===== config.mk =====
export PLATFORM = sky130hd
export DESIGN_NAME = case_folded_adler_hash_flat
export DESIGN_NICKNAME = d
export VERILOG_FILES = /design/src/rtl/cfah_pkg.sv /design/src/rtl/cfah_channels.sv /design/src/rtl/cfah_sum_unit.sv /design/src/rtl/case_folded_adler_hash.sv /design/src/flat_wrapper.sv
export SDC_FILE = /design/constraint.sdc
export NUM_CORES = 1
export LEC_CHECK = 0
export ABC_AREA = 1
export BUFFER_PORTS_ARGS = -buffer_cell sky130_fd_sc_hd__buf_2
export CAP_MARGIN = 15
export CORE_UTILIZATION = 45
export CTS_CLUSTER_DIAMETER = 200
export DETAILED_ROUTE_END_ITERATION = 10
export PLACE_DENSITY = 0.71
export SETUP_SLACK_MARGIN = 0.3
export SLEW_MARGIN = 20
export SYNTH_ARGS = -nofsm -noshare
export SYNTH_HDL_FRONTEND = slang
export SYNTH_SLANG_ARGS = --single-unit

===== constraint.sdc =====
create_clock -name clock -period 13.27 [get_ports clock]
set_clock_uncertainty 0.1 [all_clocks]
set_input_delay 0 -clock clock [delete_from_list [all_inputs] [get_ports clock]]
set_output_delay 0 -clock clock [all_outputs]
set_load 0.005 [all_outputs]

===== src/rtl/cfah_pkg.sv =====
// ----------------------------------------------------------------------------
// cfah_pkg
// Shared widths, constants and types for the case-folded Adler-style hash.
// ----------------------------------------------------------------------------
package cfah_pkg;

   localparam int SumWidth  = 16;
   localparam int ByteWidth = 8;
   localparam int HashWidth = 2 * SumWidth;

   localparam logic [SumWidth-1:0]  AdlerMod    = 16'd65521;
   localparam logic [ByteWidth-1:0] UpperFirst  = 8'h41;
   localparam logic [ByteWidth-1:0] UpperLast   = 8'h5A;
   localparam logic [ByteWidth-1:0] CaseOffset  = 8'h20;

   typedef logic [SumWidth-1:0]  sum_type;
   typedef logic [ByteWidth-1:0] byte_type;
   typedef logic [HashWidth-1:0] hash_type;

   typedef struct packed {
      sum_type sum_one;
      sum_type sum_two;
   } sums_type;

endpackage


===== src/rtl/cfah_channels.sv =====
// ----------------------------------------------------------------------------
// cfah channels
// Valid/ready channel interfaces for the byte input and the hash result.
// ----------------------------------------------------------------------------
interface cfah_req_if
   import cfah_pkg::*;
   ();
   logic     valid;
   logic     ready;
   byte_type char_byte;
   logic     is_last;

   modport source (output valid, output char_byte, output is_last, input ready);
   modport sink   (input valid, input char_byte, input is_last, output ready);
endinterface

interface cfah_rsp_if
   import cfah_pkg::*;
   ();
   logic     valid;
   logic     ready;
   hash_type hash_value;

   modport source (output valid, output hash_value, input ready);
   modport sink   (input valid, input hash_value, output ready);
endinterface


===== src/rtl/cfah_sum_unit.sv =====
// ----------------------------------------------------------------------------
// cfah_sum_unit
// Folds one byte to lower case and advances both running sums modulo 65521.
// ----------------------------------------------------------------------------
module cfah_sum_unit
   import cfah_pkg::*;
(
   input  byte_type char_byte,
   input  sums_type sums_cur,
   output sums_type sums_next
);

   byte_type             folded;
   logic [SumWidth:0]    raw_one;
   logic [SumWidth:0]    raw_two;
   sum_type              red_one;

   always_comb begin
      if (char_byte inside {[UpperFirst:UpperLast]}) begin
         folded = char_byte + CaseOffset;
      end else begin
         folded = char_byte;
      end
   end

   // both sums stay below the modulus, so one conditional subtract is enough
   always_comb begin
      raw_one = {1'b0, sums_cur.sum_one} + {{(SumWidth+1-ByteWidth){1'b0}}, folded};
      if (raw_one >= {1'b0, AdlerMod}) begin
         red_one = SumWidth'(raw_one - {1'b0, AdlerMod});
      end else begin
         red_one = raw_one[SumWidth-1:0];
      end
      raw_two = {1'b0, sums_cur.sum_two} + {1'b0, red_one};
      sums_next.sum_one = red_one;
      if (raw_two >= {1'b0, AdlerMod}) begin
         sums_next.sum_two = SumWidth'(raw_two - {1'b0, AdlerMod});
      end else begin
         sums_next.sum_two = raw_two[SumWidth-1:0];
      end
   end

endmodule


===== src/rtl/case_folded_adler_hash.sv =====
// ----------------------------------------------------------------------------
// case_folded_adler_hash
// Byte-serial case-folded Adler-style hash with zero start value for sum one.
// ----------------------------------------------------------------------------
//  channel | dir | payload               | transfer
//  req     | in  | char_byte, is_last    | req.valid && req.ready
//  rsp     | out | hash_value            | rsp.valid && rsp.ready
//
//  one byte per cycle sustained; a byte goes into an input register, then the
//  sum unit updates the sums and, on the last byte, loads the result register
//  result valid is registered and is set as the last byte leaves the input register
//  reset clears the valid bits and both sums
//  a held result stalls only a last byte waiting in the input register, and
//  req.ready drops with it; non-last bytes in that register keep flowing
// ----------------------------------------------------------------------------
module case_folded_adler_hash
   import cfah_pkg::*;
(
   input  logic       clock,
   input  logic       reset,
   cfah_req_if.sink   req,
   cfah_rsp_if.source rsp
);

   logic     in_valid_ff;
   byte_type in_byte_ff;
   logic     in_last_ff;

   sums_type sums_ff;
   sums_type sums_in;
   sums_type sums_step;

   logic     out_valid_ff;
   hash_type out_hash_ff;

   logic     out_free;
   logic     advance;

   cfah_sum_unit u_sum (
      .char_byte (in_byte_ff),
      .sums_cur  (sums_ff),
      .sums_next (sums_step)
   );

   assign out_free  = !out_valid_ff || rsp.ready;
   // a non-last byte needs no room in the result register
   assign advance   = in_valid_ff && (!in_last_ff || out_free);
   assign req.ready = !in_valid_ff || advance;

   always_comb begin
      sums_in = sums_ff;
      if (advance) begin
         if (in_last_ff) begin
            sums_in = '0;
         end else begin
            sums_in = sums_step;
         end
      end
   end

   always_ff @(posedge clock) begin
      if (reset) begin
         in_valid_ff  <= 1'b0;
         out_valid_ff <= 1'b0;
         sums_ff      <= '0;
      end else begin
         sums_ff <= sums_in;
         if (req.ready) begin
            in_valid_ff <= req.valid;
         end
         if (advance && in_last_ff) begin
            out_valid_ff <= 1'b1;
         end else if (rsp.ready) begin
            out_valid_ff <= 1'b0;
         end
      end
   end

   always_ff @(posedge clock) begin
      if (req.ready && req.valid) begin
         in_byte_ff <= req.char_byte;
         in_last_ff <= req.is_last;
      end
      if (advance && in_last_ff) begin
         out_hash_ff <= {sums_step.sum_two, sums_step.sum_one};
      end
   end

   assign rsp.valid      = out_valid_ff;
   assign rsp.hash_value = out_hash_ff;

endmodule

===== src/flat_wrapper.sv =====
// flat-port wrapper written by rule: the top's interface ports become plain ports
module case_folded_adler_hash_flat import cfah_pkg::*;
  (clock, reset, req_valid, req_char_byte, req_is_last, req_ready, rsp_valid, rsp_hash_value, rsp_ready);
  cfah_req_if req_i ();
  cfah_rsp_if rsp_i ();
  input  logic clock;
  input  logic reset;
  input wire logic [$bits(req_i.valid)-1:0] req_valid;
  input wire logic [$bits(req_i.char_byte)-1:0] req_char_byte;
  input wire logic [$bits(req_i.is_last)-1:0] req_is_last;
  output wire logic [$bits(req_i.ready)-1:0] req_ready;
  output wire logic [$bits(rsp_i.valid)-1:0] rsp_valid;
  output wire logic [$bits(rsp_i.hash_value)-1:0] rsp_hash_value;
  input wire logic [$bits(rsp_i.ready)-1:0] rsp_ready;
  assign req_i.valid = req_valid;
  assign req_i.char_byte = req_char_byte;
  assign req_i.is_last = req_is_last;
  assign req_ready = req_i.ready;
  assign rsp_valid = rsp_i.valid;
  assign rsp_hash_value = rsp_i.hash_value;
  assign rsp_i.ready = rsp_ready;
  case_folded_adler_hash u_core (.clock(clock), .reset(reset), .req(req_i), .rsp(rsp_i));
endmodule

# --- Yosys cells after proc, flatten, opt, wreduce, memory -nomap -nowiden ---
# Index checks and enable logic that the tools add are counted.
op_classes:
  add_sub_neg: 5
  n_lt_le_gt_ge: 4
  mux: 6
  n_reduce_logical: 11
op_table:
  columns: ["operator", "n"]
  rows:
  - ["$ge 17x16->1 const B", 2]
  - ["$mux 16", 2]
  - ["$mux 32", 1]
  - ["$sub 16x16->16 const B", 2]
  - ["$add 16x16->17", 1]
  - ["$add 16x8->17", 1]
  - ["$add 8x6->8 const B", 1]
  - ["$ge 8x7->1 const B", 1]
  - ["$le 8x7->1 const B", 1]
  - ["$mux 8", 1]
  - ["$logic_and 1x1->1", 4]
  - ["$logic_not 1->1", 3]
  - ["$logic_or 1x1->1", 3]
  - ["$mux 1", 2]
  - ["$reduce_bool 2->1", 1]
word_totals:
  regBits: 75
  in_bits: 13
  out_inout_bits: 34

# --- Logic depth before layout (Yosys ltp) ---
# Gate-level depths: netlist of the first run.
depth:
  ltp_word: 10
  mapped_depth: 43
  depth_no_buf: 42

# --- Hierarchy ---
# From an unflattened synthesis of the first run, not the netlist that was laid out.
hier_totals:
  cells_unflattened: 843
  area_unflattened_um2: 5766.8
by_module_without_submodules:
  columns: ["module", "instances", "cells_each", "area_per_inst_um2"]
  rows:
  - ["cfah_sum_unit", 1, 646, 3274.4]
  - ["case_folded_adler_hash", 1, 197, 2492.4]

# --- Worst setup path before layout of the first run ---
# Ideal clock, no wire load.
synth_timing:
  path_kind: "register to register"
  from: "reg u_core.in_byte_ff[3]"
  to: "reg u_core.out_hash_ff[16], in the netlist u_core.rsp.hash_value[16] (data pin)"
  setup_time_ps: 255
  t_arrival_ps: 4863
  t_required_ps: 12915
  path_slack_ps: 8053
  stages_incl_launch_ff: 36
  path_buffers: 2
  period_less_slack_ps: 5217
  path_cell_list: "edfxtp_1 > nor3_1 > nand2_1 > nand3_1 > inv_1 > or2_2 > ha_1 > nand2_1 > nand2_1 > a21oi_1 > nand2_1 > nand2_1 > nand2_1 > nand2_1 > nand3_1 > nor2_1 > nand3_1 > buf_2 > nand4_1 > and2_1 > ha_1 > inv_1 > fa_1 > inv_1 > nand3_1 > nand2_4 > xor2_2 > nand3_2 > nor2_2 > nand2_2 > nor2_4 > nand2_4 > nand3_4 > buf_12 > nand2_1 > and2_1"
synth_lines:
  columns: ["item", "line_no", "source"]
  rows:
  - ["start, declared", "case_folded_adler_hash.sv:26", "byte_type in_byte_ff;"]
  - ["start signal, assigned", "case_folded_adler_hash.sv:81", "in_byte_ff <= req.char_byte;"]
  - ["end signal, assigned", "case_folded_adler_hash.sv:85", "out_hash_ff <= {sums_step.sum_two, sums_step.sum_one};"]
  - ["end, declared", "case_folded_adler_hash.sv:34", "hash_type out_hash_ff;"]

==> results of run 1 <==
==> registers in the layout (all words and copies together) (netlist names) <==
| signal | count |
|---|---|
| u_core.in_byte_ff | 8 |
| u_core.rsp.hash_value | 32 |
| u_core.rsp.valid | 1 |
| u_core.in_valid_ff | 1 |
| u_core.in_last_ff | 1 |
| u_core.sums_ff | 32 |
==> worst max-delay path by stage <==
stage	to
floorplan	u_core.rsp.hash_value[16]
global placement	u_core.rsp.hash_value[16]
detailed placement	u_core.rsp.hash_value[17]
CTS	u_core.rsp.hash_value[17]
global route	u_core.rsp.hash_value[17]
finish	u_core.rsp.hash_value[16]
==> cell families after synthesis <==
logic type	synth area share (%)
DFF	33.4
and+or+nand+nor	40.4
xor gates and xnor gates	3.17
adders and majority gates	7.48
AOI/OAI and AO/OA	5.60
buffers and inverters	9.89
==> timing repair <==
action / 4_1_cts / 5_1_grt
endpoints found under the setup margin: 0 / 0
endpoints found under the hold margin: 11 / 0
hold buffers: 12 / 0
==> final cells by class <==
type | instances | area (um^2) | share of cell area [%]
clock buffers | 10 | 229 | 3.52
clock inverters | 6 | 66.3 | 1.02
inverters | 127 | 477 | 7.32
multi-input cells | 604 | 3240 | 49.8
flip-flops and latches | 75 | 1910 | 29.4
well taps | 168 | 210 | 3.23
repair buffers | 61 | 373 | 5.73
==> metal layers <==
metal / vias up / global-route usage [%] / wire, um
met3: 15 / 3.27 / 700
met4: 0 / 7.71 / 211
met5: - / 0 / 0
met2: 142 / 33.8 / 6040
met1: 2312 / 30.7 / 6630
li1: 2748 / - / -
==> cell usage in the layout, fill, tap and decap left out, types with 4 or more instances in the layout <==
| master | synthesis | routed |
|---|---|---|
| nor3_1 | 7 | 7 |
| inv_2 | 4 | 4 |
| clkbuf_16 | 0 | 9 |
| xor2_1 | 8 | 8 |
| nand3_1 | 77 | 77 |
| nor2_1 | 37 | 36 |
| xnor2_1 | 9 | 9 |
| nand2_1 | 273 | 273 |
| edfxtp_1 | 41 | 41 |
| dfxtp_1 | 34 | 34 |
| nand2_4 | 5 | 5 |
| and2_1 | 6 | 6 |
| nand3_2 | 4 | 4 |
| nor2_2 | 10 | 11 |
| inv_1 | 123 | 123 |
| ha_1 | 31 | 31 |
| a21oi_2 | 8 | 8 |
| buf_2 | 4 | 46 |
| nand2_2 | 35 | 35 |
| nand3b_1 | 4 | 4 |
| dlygate4sd3_1 | 0 | 12 |
| a21oi_1 | 39 | 39 |
| nand4_1 | 33 | 33 |
==> stage by stage <==
| step | util [%] | hold slack (ns) | power [mW] | instances | worst slack [ns] |
|---|---|---|---|---|---|
| after global routing | 53.3 | 0.168 | 0.645 | 1051 | 6.46 |
| after global placement | 49.9 | 0.0773 | 0.370 | 1023 | 7.30 |
| after CTS | 53.3 | 0.133 | 0.621 | 1051 | 7.12 |
| after detailed placement | 49.9 | 0.0781 | 0.371 | 1023 | 7.14 |
| final | 53.3 | 0.133 | 0.618 | 1051 | 7.04 |
| after floorplan | - | -0.00113 | 0.346 | 822 | 8.05 |
==> where the power goes <==
group	internal (mW)	total (mW)	switching, mW	leakage [nW]
clock	0.146	0.248	0.102	0.135
combinational	0.0404	0.112	0.0721	2.33
sequential	0.253	0.257	0.00388	0.674
==> impl_metrics.tcl, run 1 <==
set metrics [dict create \
    status "finished, final reports clean" \
    grt_usage_pct 21.7 \
    fmax_mhz 160 \
    drv_slew 0 \
    powerDensity_mw_per_mm2 94.8 \
    drt-initial-drc-count 292 \
    hpwl_um 10200 \
    cts_buffer_depth 2 \
    min_to "u_core.sums_ff[6]" \
    syn_to_final_growth_pct 13.8 \
    rsz0062_at_grt "no" \
    yosysUniqueCellTypes 34 \
    synth_edf_count 41 \
    drtPass1Iterations 8 \
    antenna_cells 0 \
    min_path_cells 2 \
    crit_fanout 18 \
    port_buffers 46 \
    antenna_found_initial 0 \
    cp_common_cell "nand2_1" \
    overflow 0 \
    cap_violations 0 \
    num_rows 40 \
    synth.cell_area_mm2 0.00572 \
    synth_nets 868 \
    p_leak_nw 3.14 \
    critPathMaxStageDelay_ns 0.42 \
    tightest_slew_ns 0.839 \
    min_period_over_period_pct 47.0 \
    cp.depth 33 \
    cts_setup_buffers 0 \
    fp.coreArea_mm2 0.0122 \
    syn_area_per_cell_um2 6.96 \
    viasPerCell 4.96 \
    synth_top_cell_area_share_pct 21.5 \
    yosysSeqAreaShare_pct 33.4 \
    crit_required_ns 13.28 \
    cp-start-kind "register" \
    stdcell_area_mm2 0.00651 \
    critPathSlowestCell "edfxtp_1" \
    cp.arrival_ns 6.24 \
    critical_path_class "reg2reg" \
    cp_num_buf_inv 3 \
    synth_top_area_cell "edfxtp_1" \
    wirelength_um 13600 \
    grt_pass1_vias 4501 \
    period_needed_ns 6.23 \
    cp-startpoint "u_core.in_byte_ff[3]" \
    synth_most_common_cell "nand2_1" \
    grt_max_degree 35 \
    synth_area_leaders "edfxtp_1 22%, nand2_1 18%, dfxtp_1 12%" \
    cts_sinks 75 \
    num_vias 5217 \
    synthTopCellsByCount "273 x nand2_1, 123 x inv_1, 77 x nand3_1" \
    fillCellCount 1192 \
    slew_headroom_pct 43.9 \
    finalHoldViolations 0 \
    drc_errors 0 \
    yosys_warnings 0 \
    place.gp.congestion 0.896 \
    cts.clk_slew.worst_paths_ns 0.07 \
    synthFlopType "edfxtp_1" \
    cts-resized-gates 0 \
    cts_tree "done" \
    timing.rr.end "u_core.rsp.hash_value[16]" \
    r2r_setup_slack_ns 7.04 \
    insertion_delay_ns 0.35 \
    synth_cells 822 \
    die_area_mm2 0.0132 \
    wire_per_inst_um 12.9 \
    nNetsFinal 924 \
    ys_seq_elements 75 \
    setup_tns_ns 0 \
    die_h_um 115 \
    synth-async-reset-ratio_pct 0 \
    r2r_start "u_core.in_byte_ff[3]" \
    critPathTopFamily "simple AND/OR/NAND/NOR gates" \
    vdd_ir_drop_max_v 0.0000779 \
    r2r_cells 33 \
    ios 47 \
    grt_pass1_wl_um 22100 \
    postRouteAntennaNets 0 \
    finalSetupViolations 0 \
    die_x_um 115 \
    min_from "reset" \
    clockRootBuffer "clkbuf_16" \
    worstSetupEndpointType "register" \
    hold_class "in2reg" \
    initial_core_util_pct 46.8 \
    drive_gt1_share_pct 15.9 \
    htreeDepth 3 \
    cts_buffers 9 \
    placed_area_mm2 0.00610 \
]
Power figures use the tool's default switching activity.
==> run 2: changes to the inputs <==
==> constraint.sdc (replaced) <==
create_clock -name clock -period 6 [get_ports clock]
set_clock_uncertainty 0.1 [all_clocks]
set_input_delay 0 -clock clock [delete_from_list [all_inputs] [get_ports clock]]
set_output_delay 0 -clock clock [all_outputs]
set_load 0.005 [all_outputs]
==> run 2 against run 1 <==
Via count rose by 5.2%. Sequential power rose by 120%. Count of clock-buffer cells in the layout rose by 1. Wire length rose by 6.5%. Sequential share of layout area fell by 1.7 points.
==> impl_metrics.tcl, run 2 (synthesis results as in run 1) <==
set metrics [dict create \
    status "finished, final reports clean" \
    vdd_ir_drop_max_v 0.000159 \
    critPathMaxStageDelay_ns 0.43 \
    p_leak_nw 3.23 \
    insertion_delay_ns 0.35 \
    cap_violations 0 \
    placed_area_mm2 0.00612 \
    clockRootBuffer "clkbuf_16" \
    cp.arrival_ns 5.51 \
    layout_common_cells "267 x nand2_1, 122 x inv_1, 72 x nand3_1" \
    fin_cells 1073 \
    drv_slew 0 \
    port_buffers 46 \
    min_path_cells 2 \
    place.gp.congestion 0.871 \
    critPathSlowestCell "edfxtp_1" \
    postRouteAntennaNets 0 \
    timing.rr.end "u_core.sums_ff[7]" \
    die_h_um 115 \
    r2r_setup_slack_ns 0.59 \
    cts_buffer_depth 2 \
    syn_to_final_growth_pct 20.8 \
    num_vias 5490 \
    drive_gt1_share_pct 21.2 \
    drc_errors 0 \
    critical_path_class "reg2reg" \
    viasPerCell 5.12 \
    tightest_slew_ns 0.760 \
    fin_hold_ws_ns 0.135 \
    cp-start-kind "register" \
    setup_tns_ns 0 \
    worstSetupEndpointType "register" \
    powerDensity_mw_per_mm2 198 \
    cp_common_cell "nand2_1" \
    wire_per_inst_um 13.5 \
    r2r_cells 34 \
    r2r_start "u_core.in_byte_ff[3]" \
    fillCellCount 1196 \
    slew_headroom_pct 49.3 \
    drt-initial-drc-count 330 \
    rsz0062_at_grt "no" \
    min_to "u_core.sums_ff[18]" \
    final_common_cell "nand2_1" \
    cts_tree "done" \
    nNetsFinal 946 \
    initial_core_util_pct 46.8 \
    finalHoldViolations 0 \
    dp.cells 1026 \
    drtPass1Iterations 5 \
    grt_pass1_wl_um 23200 \
    min_from "reset" \
    grt_pass1_vias 4875 \
    wirelength_um 14500 \
    die_area_mm2 0.0132 \
    grt_usage_pct 22.6 \
    crit_fanout 9 \
    multi_input_area_mm2 0.00348 \
    die_x_um 115 \
    ios 47 \
    antenna_found_initial 0 \
    crit_required_ns 6.10 \
    cts.clk_slew.worst_paths_ns 0.06 \
    postLayoutCoreUtil_pct 56.6 \
    min_period_over_period_pct 90.1 \
    antenna_cells 0 \
    fp.coreArea_mm2 0.0122 \
    num_rows 40 \
    hold_class "in2reg" \
    htreeDepth 3 \
    fmax_mhz 185 \
    hpwl_um 10300 \
    cts_sinks 75 \
    ff_latch_area_mm2 0.00191 \
    finalSetupViolations 0 \
    period_needed_ns 5.41 \
    cts_buffers 9 \
    grt_max_degree 35 \
    overflow 0 \
    stdcell_area_mm2 0.00691 \
]
run 2: cell types whose count changed in the layout (fill, tap and decap cells not counted), moves of 6 or more:
cell,before,now
buf_4,3,23
nor2_1,36,27
ha_1,31,24
nand2_1,273,267
run 2: layer usage:
metal	wire length [um]	part of all wire, %	GRT usage, %
met1	6730	47	30.8
met4	258	1.8	8.23
met3	767	5.3	3.69
met5	0	0	0
met2	6700	46	36.3
run 2: layout make-up:
class,count,area share (%)
Tap cell,168,3.04
Sequential cell,75,27.7
Multi-Input combinational cell,605,50.4
Clock buffer,11,3.37
Timing Repair Buffer,82,7.86
Inverter,127,6.90
Clock inverter,5,0.779
run 2: worst max path at each step:
| stage | from | to | slack (ns) | depth (start not counted) |
|---|---|---|---|---|
| final | u_core.in_byte_ff[3] | u_core.sums_ff[7] | 0.59 | 34 |
| after global routing | u_core.in_byte_ff[3] | u_core.sums_ff[2] | 0.25 | 35 |
| after global placement | u_core.in_byte_ff[3] | u_core.rsp.hash_value[16] | 0.28 | 32 |
| after CTS | u_core.in_byte_ff[3] | u_core.rsp.hash_value[17] | 0.30 | 36 |
| after floorplan | u_core.in_byte_ff[3] | u_core.rsp.hash_value[16] | 0.78 | 35 |
| after detailed placement | u_core.in_byte_ff[3] | u_core.rsp.hash_value[16] | 0.08 | 32 |
run 2: per-stage QoR:
step           power, mW  worst slack (ns)
5_1_grt             1.43             0.246
2_1_floorplan      0.765             0.783
3_3_place_gp       0.819             0.285
3_5_place_dp       0.820            0.0790
6_report            1.37             0.593
4_1_cts             1.36             0.300
run 2: power by group:
part / internal, mW / total, mW / switching, mW
sequential: 0.561 / 0.570 / 0.00944
combinational: 0.0997 / 0.268 / 0.168
clock: 0.320 / 0.530 / 0.210
run 2: critical path, delay by kind of cell (launching register included):
| family | cells | cell delay, ns |
|---|---|---|
| AOI/OAI and AO/OA | 2 | 0.24 |
| and+or+nand+nor | 24 | 3.00 |
| xor gates and xnor gates | 1 | 0.21 |
| DFF | 1 | 0.43 |
| adders and majority gates | 3 | 0.87 |
| buffers and inverters | 4 | 0.39 |
run 2: repair_timing:
action / CTS / global route
cloned: 1 / 0
setup endpoints to repair: 32 / 32
hold buffers: 12 / 0
setup buffers: 2 / 16
gates resized for setup: 13 / 36
hold endpoints to repair: 11 / 0
pin swaps: 5 / 12
==> run 3: changes to the inputs <==
--- a/config.mk
+++ b/config.mk
@@ -8,12 +8,15 @@
 export ABC_AREA = 1
 export BUFFER_PORTS_ARGS = -buffer_cell sky130_fd_sc_hd__buf_2
 export CAP_MARGIN = 15
-export CORE_UTILIZATION = 45
+export CELL_PAD_IN_SITES_DETAIL_PLACEMENT = 1
+export CELL_PAD_IN_SITES_GLOBAL_PLACEMENT = 2
+export CORE_UTILIZATION = 35
 export CTS_CLUSTER_DIAMETER = 200
 export DETAILED_ROUTE_END_ITERATION = 10
-export PLACE_DENSITY = 0.71
+export PLACE_DENSITY = 0.9
 export SETUP_SLACK_MARGIN = 0.3
 export SLEW_MARGIN = 20
 export SYNTH_ARGS = -nofsm -noshare
 export SYNTH_HDL_FRONTEND = slang
 export SYNTH_SLANG_ARGS = --single-unit
+export TNS_END_PERCENT = 5
==> run 3 against run 2 <==
Combinational power increased by 6%. Total power rose by 4.9%. Global-route usage decreased by 0.14 points. Sequential cell count is the same. Critical path depth rose by 2. Non-clock buffer count rose by 1. Count of clock-buffer cells in the layout did not move. Sequential share of layout area fell by 0.44 points. Wire length rose by 25%. Critical endpoint is now u_core.rsp.hash_value[16].
==> impl_metrics.tcl, run 3 (synthesis results as in run 1) <==
set metrics [dict create \
    placed_area_mm2 0.00632 \
    cts.clk_slew.worst_paths_ns 0.06 \
    initial_core_util_pct 35.9 \
    fp.coreArea_mm2 0.0159 \
    grt_pass1_vias 5382 \
    setup_tns_ns 0 \
    cts_sinks 75 \
    die_area_mm2 0.0169 \
    postRouteAntennaNets 0 \
    rsz0062_at_grt "no" \
    min_period_over_period_pct 88.8 \
    finalHoldViolations 0 \
    worstSetupEndpointType "register" \
    final_common_cell "nand2_1" \
    grtUsageMet3_pct 3.40 \
    drc_errors 0 \
    cts_buffer_depth 2 \
    hold_class "in2reg" \
    die_h_um 130 \
    drt-initial-drc-count 330 \
    crit_fanout 12 \
    port_buffers 46 \
    finalSetupViolations 0 \
    wirelength_um 18000 \
    grt_max_degree 35 \
    vdd_ir_drop_max_v 0.000119 \
    cp.arrival_ns 5.32 \
    tightest_slew_ns 0.837 \
    stdcell_area_mm2 0.00702 \
    critPathMaxStageDelay_ns 0.43 \
    die_x_um 130 \
    p_leak_nw 3.28 \
    antenna_found_initial 0 \
    layout_common_cells "259 x nand2_1, 122 x inv_1, 71 x nand3_1" \
    crit_required_ns 5.99 \
    cts_tree "done" \
    num_rows 46 \
    fmax_mhz 188 \
    clockRootBuffer "clkbuf_16" \
    drtPass1Iterations 4 \
    grt_usage_pct 22.5 \
    htreeDepth 3 \
    status "finished, final reports clean" \
    drv_slew 0 \
    critPathSlowestCell "edfxtp_1" \
    grt.busiest_layer "met2" \
    place.gp.congestion 0.867 \
    drive_gt1_share_pct 22.7 \
    fillCellCount 2075 \
    overflow 0 \
    wire_per_inst_um 16.1 \
    grt_use_met2_pct 36.9 \
    insertion_delay_ns 0.35 \
    viasPerCell 4.94 \
    period_needed_ns 5.33 \
    cp_num_buf_inv 6 \
    critPathTopFamily "simple AND/OR/NAND/NOR gates" \
    critical_path_class "reg2reg" \
    cts_buffers 9 \
    cp_common_cell "nand2_1" \
    cp-start-kind "register" \
    hpwl_um 13600 \
    dp.cells 1088 \
    antenna_cells 0 \
    nNetsFinal 946 \
    powerDensity_mw_per_mm2 204 \
    fin_hold_ws_ns 0.00431 \
    ios 47 \
    met1_usage_pct 31.2 \
    num_vias 5541 \
    slew_headroom_pct 44.2 \
    grt_pass1_wl_um 28700 \
    postLayoutCoreUtil_pct 44.0 \
    fin_cells 1121 \
    syn_to_final_growth_pct 22.8 \
    cap_violations 0 \
]
-- run 3: tightest hold or removal path, delay by kind of cell --
kind / cells / cell delay, ns
AOI/OAI and AO/OA: 1 / 0.14
and+or+nand+nor: 1 / 0.11
buffers and inverters: 3 / 0.15
-- run 3: metal layers --
layer	up-vias	part of all wire, %
met1	2657	50
met2	81	47
met4	0	0.82
met5	-	0
li1	2794	-
met3	9	2.9
-- run 3: path summary, 6_finish.rpt --
check	start	slack, ns	depth (start not counted)	to
min	rsp_ready	0.004	5	u_core.rsp.valid
max	u_core.in_byte_ff[3]	0.67	36	u_core.rsp.hash_value[16]
min reg2reg	u_core.sums_ff[18]	0.39	2	u_core.sums_ff[18]
max reg2reg	u_core.in_byte_ff[3]	0.67	36	u_core.rsp.hash_value[16]
-- run 3: stage by stage --
step	setup slack [ns]	power, mW
final	0.675	1.44
after global routing	0.266	1.50
after CTS	0.327	1.43
after detailed placement	0.224	0.840
after global placement	0.398	0.837
after floorplan	0.783	0.765
-- run 3: area by class of cell --
type | instances | area (um^2) | area share, %
clock buffers | 11 | 254 | 3.62
clock inverters | 5 | 60.1 | 0.855
inverters | 127 | 477 | 6.79
multi-input cells | 604 | 3480 | 49.5
flip-flops and latches | 75 | 1910 | 27.2
well taps | 216 | 270 | 3.85
repair buffers | 83 | 573 | 8.16
-- run 3: what timing repair did --
item,CTS,global route
resized for setup,6,51
hold buffers,11,0
endpoints found under the setup margin,25,32
pin swaps,0,10
endpoints found under the hold margin,10,0
gates cloned,0,0
buffers inserted,1,5
-- run 3: power breakdown --
group	internal (mW)	total (mW)	switching (mW)
combinational	0.104	0.284	0.180
clock	0.349	0.580	0.231
sequential	0.560	0.571	0.0108
total	1.01	1.44	0.422
